### src/hw/rtl/cfdl_pkg.sv
// ----------------------------------------------------------------------------
// cfdl_pkg: shared types and constants of the crossfading delay line tap
// Field widths, command and register codes, sequencer states and the tag
// that follows each tap read down the datapath.
// ----------------------------------------------------------------------------
`default_nettype none

package cfdl_pkg;

  // Default geometry
  localparam int unsigned LINE_LEN_DEF  = 65536;
  localparam int unsigned BLOCK_LEN_DEF = 1024;

  // Field widths
  localparam int unsigned CMD_W      = 2;
  localparam int unsigned SAMPLE_W   = 24;
  localparam int unsigned ACC_W      = 32;
  localparam int unsigned DELAY_W    = 16;
  localparam int unsigned GAIN_W     = 16;
  localparam int unsigned POS_W      = 10;
  localparam int unsigned RAMP_W     = 16;
  localparam int unsigned CFG_IDX_W  = 1;
  localparam int unsigned CFG_DATA_W = 16;

  // Fixed point
  localparam int unsigned Q15_ONE  = 32768;  // unity ramp weight
  localparam int unsigned ROUND_SH = 29;     // Q1.23 * Q2.14 * Q1.15 -> Q9.23

  // Register reset values
  localparam logic                  FADE_LAW_RST  = 1'b1;
  localparam logic [DELAY_W-1:0]    MAX_DELAY_RST = 16'd64511;

  typedef enum logic [CMD_W-1:0] {
    CMD_WRITE = 2'd0,
    CMD_TAP   = 2'd1,
    CMD_XFADE = 2'd2,
    CMD_NOP   = 2'd3
  } cmd_e;

  typedef enum logic [CFG_IDX_W-1:0] {
    CFG_FADE_LAW  = 1'b0,
    CFG_MAX_DELAY = 1'b1
  } cfg_idx_e;

  typedef enum logic [1:0] {
    ST_IDLE,
    ST_TAP0,
    ST_TAP1,
    ST_WAIT
  } state_e;

  // Travels with each tap read through the address, memory and MAC stages
  typedef struct packed {
    logic vld;
    logic first;  // first term of the item: start from acc_in
    logic last;   // last term of the item: sum complete afterwards
    logic tap;    // 0 old tap, 1 new tap
  } tap_tag_t;

endpackage

`default_nettype wire

### src/hw/rtl/cfdl_mac.sv
// ----------------------------------------------------------------------------
// cfdl_mac: tap scaling and accumulation
// gain*weight, then sample*(gain*weight), round at 2^29, accumulate onto
// acc_in, saturate to 32 bits. Three register stages.
// ----------------------------------------------------------------------------
`default_nettype none

module cfdl_mac
  import cfdl_pkg::*;
(
  input  wire logic                       clk_i,
  input  wire logic                       rst_ni,
  input  wire tap_tag_t                   tag_i,
  input  wire logic signed [SAMPLE_W-1:0] sample_i,
  input  wire logic        [GAIN_W-1:0]   gain_i,
  input  wire logic        [RAMP_W-1:0]   weight_i,
  input  wire logic signed [ACC_W-1:0]    acc_i,
  input  wire logic                       clear_i,
  output logic                            done_o,
  output logic signed      [ACC_W-1:0]    acc_o,
  output logic                            sat_o
);

  localparam int unsigned GW_W   = GAIN_W + RAMP_W;
  localparam int unsigned PROD_W = SAMPLE_W + GW_W + 1;
  localparam int unsigned TERM_W = PROD_W - ROUND_SH;
  localparam int unsigned SUM_W  = ACC_W + 3;
  localparam logic signed [PROD_W-1:0] RND_BIAS = PROD_W'(1) << (ROUND_SH - 1);

  tap_tag_t                   tag_a_q, tag_b_q;
  logic                       done_q;
  logic signed [SAMPLE_W-1:0] s_a_q;
  logic        [GW_W-1:0]     gw_a_q;
  logic signed [PROD_W-1:0]   prod_b_q;
  logic signed [PROD_W-1:0]   prod_d;
  logic signed [PROD_W-1:0]   rnd_full;
  logic signed [TERM_W-1:0]   term;
  logic signed [SUM_W-1:0]    sum_q, sum_d;
  logic                       ovf;

  always_ff @(posedge clk_i or negedge rst_ni) begin
    if (!rst_ni) begin
      tag_a_q <= '0;
      tag_b_q <= '0;
      done_q  <= 1'b0;
    end else begin
      tag_a_q <= tag_i;
      tag_b_q <= tag_a_q;
      if (clear_i) begin
        done_q <= 1'b0;
      end else if (tag_b_q.vld && tag_b_q.last) begin
        done_q <= 1'b1;
      end
    end
  end

  assign prod_d   = PROD_W'(s_a_q) * PROD_W'($signed({1'b0, gw_a_q}));
  assign rnd_full = prod_b_q + RND_BIAS;
  assign term     = rnd_full[PROD_W-1:ROUND_SH];  // floor shift, halves up
  assign sum_d    = (tag_b_q.first ? SUM_W'(acc_i) : sum_q) + SUM_W'(term);

  always_ff @(posedge clk_i) begin
    s_a_q    <= sample_i;
    gw_a_q   <= GW_W'(gain_i) * GW_W'(weight_i);
    prod_b_q <= prod_d;
    if (tag_b_q.vld) begin
      sum_q <= sum_d;
    end
  end

  // Out of range when the bits above the 32-bit sign are not all copies of it
  assign ovf = (sum_q[SUM_W-1:ACC_W-1] != '0) && (sum_q[SUM_W-1:ACC_W-1] != '1);

  always_comb begin
    acc_o = sum_q[ACC_W-1:0];
    if (ovf) begin
      acc_o = sum_q[SUM_W-1] ? {1'b1, {(ACC_W-1){1'b0}}} : {1'b0, {(ACC_W-1){1'b1}}};
    end
  end

  assign sat_o  = ovf;
  assign done_o = done_q;

endmodule

`default_nettype wire

### config.mk
export PLATFORM = sky130hd
export DESIGN_NAME = cfdl_mac
export DESIGN_NICKNAME = d
export VERILOG_FILES = /design/src/hw/rtl/cfdl_pkg.sv /design/src/hw/rtl/cfdl_mac.sv
export SDC_FILE = /design/constraint.sdc
export NUM_CORES = 2
export LEC_CHECK = 0
export BUFFER_PORTS_ARGS = -buffer_cell sky130_fd_sc_hd__buf_4
export CAP_MARGIN = 20
export CORE_MARGIN = 2
export CORE_UTILIZATION = 40
export CTS_CLUSTER_DIAMETER = 30
export DETAILED_ROUTE_END_ITERATION = 10
export GPL_TIMING_DRIVEN = 0
export PLACE_DENSITY = 0.57
export SLEW_MARGIN = 10
export SYNTH_ARGS = -nofsm -noshare
export SYNTH_HDL_FRONTEND = slang
export SYNTH_SLANG_ARGS = --single-unit
### constraint.sdc
create_clock -name clk_i -period 7.5 [get_ports clk_i]
set_input_delay 1.875 -clock clk_i [delete_from_list [all_inputs] [get_ports clk_i]]
set_output_delay 1.875 -clock clk_i [all_outputs]
set_load 0.02 [all_outputs]
==> run summary <==
The flow ran to the end, and the final reports show no timing, DRC or antenna violations. The most numerous cell type found on the critical path is fa_1. In this run, the number of DRC markers left after iteration 0 of detailed routing was 1837. The number of enable-type register cells in the synthesized netlist was 35; the hold violation count in the final report was 0. Most common flop cell mapped by yosys: dfxtp_1. For flop-to-flop paths, the worst setup slack is 0.08 ns. The number of cells on the worst reg-to-reg path is 25, and the HPWL reported at the end of detailed placement is 102000 um. After clock tree synthesis, the clock-pin slew on the worst setup and hold paths is 0.09 ns.

Derived from the worst setup path, the maximum achievable clock frequency is 135 MHz. The tools report the max-slew violation total from the final report as 0. Synthesis inferred 127 register bits. Setup violations remaining at the end of the flow were counted as 0.

The core outline area was 0.0963 mm2; the fill cell total of the finished layout was 9509. The cell at the root of the clock tree was clkbuf_16. The sum of overflow across all layers after global routing was 0. Clock tree buffer depth: 2.

TritonCTS built the clock tree. In the final layout, the multi-input gates occupy 0.0316 mm2. At the worst endpoint, the required time is 7.88 ns. The initial antenna violation count is 1, and the pin slew with the least headroom to its limit is 1.09 ns. The number of detailed-routing iterations run before antenna repair came out at 5. Of the cells placed in the final design, the portion with a size suffix greater than 1 is 10.4%.

The Yosys step of the flow raised 0 warnings. The worst register-to-register path begins at s_a_q[23]$_DFF_P_. From bottom edge to top edge, the die measures 315 um. Summed over all layers, the routed wires come to 117000 um. Routed signal wires occupy layers up through met4.

Before CTS, the worst setup slack after placement is -1.42 ns. The run gives 7.57% as the sequential area share after synthesis. The tools report the critical hold path startpoint as tag_a_q[1]$_DFF_PN0_. The run gives 24.5% as the global router's overall resource usage. The tools report the final net count as 5633. In this run, distinct cell masters in the synthesized netlist total 74. Setup repair after global routing could not meet its margin everywhere.

Across the routed clock network, the largest skew measured is 0.0276 ns. After detailed routing, the number of remaining DRC violations is 0. For the final weighted congestion in routability-driven placement, the log shows 0.986. The detailed router placed 28606 vias in this run. The synthesized area per cell is 9.19 um2.

Using the TritonRoute via totals, the vias-per-cell ratio works out to 5.09. The via count of the first global-routing pass was 30069; the wire length per cell was 20.8 um. Counting every net in the synthesized netlist gives 5506. In this design, the stage delay of the slowest critical-path cell is 0.57 ns.

After detailed routing, the wire length on met1 is 50900 um. The maximum fanout encountered on the critical timing path is 10, and the CTS buffer count is 17. CTS built an H-tree with a depth of 4. Wire length of the first global-routing pass: 182000 um. Hold-critical path endpoint: tag_b_q[1]$_DFF_PN0_.

The run gives 0 as the remaining antenna violation count after routing. The cell area that synthesis handed to floorplanning was 0.0387 mm2. From synthesis to final layout, the design area changed by 10.9%.

The element type at the critical path end is a register. The tools report the capture point of the worst reg-to-reg path as prod_b_q[55]$_DFF_P_. In the finished design, the share of the clock period the worst path needs comes to 98.9%.

Of all flip-flops after synthesis, the portion carrying an async set or reset was 5.51%. In this run the cell area measured after placement is 0.0412 mm2. The final setup slack of the worst path was 0.0831 ns; the clock sink count was 127. After floorplanning, the core was divided into 114 placement rows. Measured against its own limit, the worst slew margin works out to 27.2%.

The die area was 0.0991 mm2. Final core area utilization: 44.5%. After clock tree synthesis, the flow added hold-fix buffers numbering 0. Once the floorplan was initialized, standard cells occupied 40.1% of the core. The met2 wire length is 54000 um, and the post-route cell area is 0.0429 mm2. Counting every instance in the synthesized netlist gives 4206. The worst setup path is launched from a register. The routed design uses 7590 um of met3 wire. Measured along the x axis, the die boundary spans 315 um. The maximum number of pins on one net before global-route repair is 36.

The worst path needs 7.42 ns of the cycle, external delays included. The clock reaches the later pin of the worst-skew pair after 0.52 ns. For this design the top-level I/O count stands at 129. The cell with the largest stage delay on the worst path was fa_1. In the final layout, flip-flops and latches occupy 0.00305 mm2. The run gives 5610 as the cell count after placement. The critical path class is register to register. The worst hold path belongs to the class register to register.

Across the run, the number of max-cap violations was 0. The tools report the data arrival time of the critical path as 7.80 ns. Excluding fillers, the count of instances in the completed layout stands at 5625.

The total of buffers placed on input and output ports was 127; the cell depth of the worst hold path was 0.
==> how the worst max path moves through the flow <==
| stage | from | end | slack, ns | cells past startpoint |
|---|---|---|---|---|
| floorplan | weight_i[1] | gw_a_q[31]$_DFF_P_ | 0.01 | 22 |
| detailed placement | gain_i[9] | gw_a_q[30]$_DFF_P_ | -1.42 | 25 |
| CTS | gw_a_q[24]$_DFF_P_ | prod_b_q[55]$_DFF_P_ | 0.006 | 25 |
| global placement | gain_i[10] | gw_a_q[30]$_DFF_P_ | -1.41 | 25 |
| global route | gw_a_q[22]$_DFF_P_ | prod_b_q[55]$_DFF_P_ | -0.05 | 26 |
| finish | s_a_q[23]$_DFF_P_ | prod_b_q[55]$_DFF_P_ | 0.08 | 25 |
==> cells in the mapped netlist (3+ instances only) <==
| cell | count | area [um2] |
|---|---|---|
| nand2_1 | 579 | 2170 |
| o211ai_1 | 5 | 37.5 |
| nand2b_1 | 20 | 125 |
| buf_1 | 4 | 15.0 |
| and2_1 | 480 | 3000 |
| dfxtp_1 | 85 | 1700 |
| a41oi_1 | 3 | 26.3 |
| o21a_1 | 10 | 75.1 |
| a21o_1 | 96 | 721 |
| dfrtp_1 | 7 | 175 |
| edfxtp_1 | 35 | 1050 |
| buf_6 | 4 | 45.0 |
| mux2_2 | 31 | 349 |
| a31oi_1 | 13 | 81.3 |
| inv_1 | 935 | 3510 |
| a31o_2 | 4 | 35.0 |
| or2_2 | 3 | 18.8 |
| nor3_1 | 13 | 65.1 |
| clkbuf_1 | 181 | 679 |
| a21oi_1 | 89 | 445 |
| o21bai_1 | 15 | 113 |
| fa_1 | 852 | 17100 |
| and3_1 | 18 | 113 |
| o21ai_1 | 4 | 20.0 |
| ha_1 | 353 | 4420 |
| nand3_1 | 28 | 140 |
| a211oi_1 | 3 | 22.5 |
| nand4_1 | 22 | 138 |
| xor2_1 | 42 | 368 |
| nor2b_1 | 32 | 200 |
| xnor2_1 | 78 | 683 |
| o31ai_1 | 6 | 45.0 |
| o21ai_0 | 50 | 250 |
| and3_2 | 3 | 22.5 |
| buf_4 | 3 | 22.5 |
| a221oi_1 | 3 | 26.3 |
| nor2_1 | 50 | 188 |
==> sequential cells by signal, indices dropped and copies added, names as in the netlist <==
register  count
gw_a_q       32
tag_b_q       3
tag_a_q       3
s_a_q        24
sum_q        35
done_o        1
prod_b_q     29
==> through the flow <==
step	setup TNS [ns]	hold WS [ns]
2_1_floorplan	0	0.331
3_3_place_gp	-27.29	0.334
4_1_cts	0	0.344
5_1_grt	-0.0452	0.357
3_5_place_dp	-26.98	0.336
6_report	0	0.340
==> critical path: cells and delay by family (launching register included) <==
kind            cells  cell delay (ns)
fa+ha+maj           8             3.84
compound gates      5             0.96
buf+inv             7             0.89
simple gates        4             0.72
flops               1             0.50
xor+xnor            1             0.33
==> layout by cell type (no fill, tap or decap), drive strengths merged, types with 4 or more instances in the layout <==
cell and count:
a21o 98, inv 946, fa 852, nor2 50, ha 353, nand4 23, nand2b 20, a31oi 14
nor2b 32, o31ai 7, and3 21, o21a 10, edfxtp 35, o21ai 54, clkbuf 113, xor2 42
dfrtp 7, a41oi 4, nand2 580, a211oi 4, o21bai 15, buf 205, a21oi 89, o211ai 5
dfxtp 85, and2 480, a31o 4, xnor2 78, mux2 31, nand3 28, nor3 14
==> layer usage <==
layer | global-route usage [%] | vias up
li1 | - | 12816
met1 | 33.9 | 14663
met2 | 39.1 | 943
met3 | 3.35 | 184
met4 | 9.43 | 0
met5 | 0 | -
==> area by class of cell <==
class / count / area share, %
Antenna cell: 3 / 0.0175
Multi-Input combinational cell: 2951 / 73.8
Tap cell: 1276 / 3.73
Timing Repair Buffer: 137 / 2.46
Inverter: 935 / 8.19
Sequential cell: 127 / 7.11
Clock inverter: 15 / 0.432
Buffer: 164 / 3.22
Clock buffer: 17 / 0.993
==> timing repair <==
item                       4_1_cts  5_1_grt
pin swaps                       10       22
setup endpoints to repair       39       20
resized for setup              335      158
setup buffers                    5        4
==> cells by family after synthesis <==
| family | synth area share (%) |
|---|---|
| xor gates and xnor gates | 2.72 |
| AOI/OAI and AO/OA | 5.83 |
| and+or+nand+nor | 16.3 |
| DFF | 7.57 |
| adders and majority gates | 55.5 |
| buffers and inverters | 11.1 |
| muxes | 0.903 |
Power is left out: the tool's default activity adds up to more than one toggle a clock period on the data nets, which glitch-free logic cannot reach.
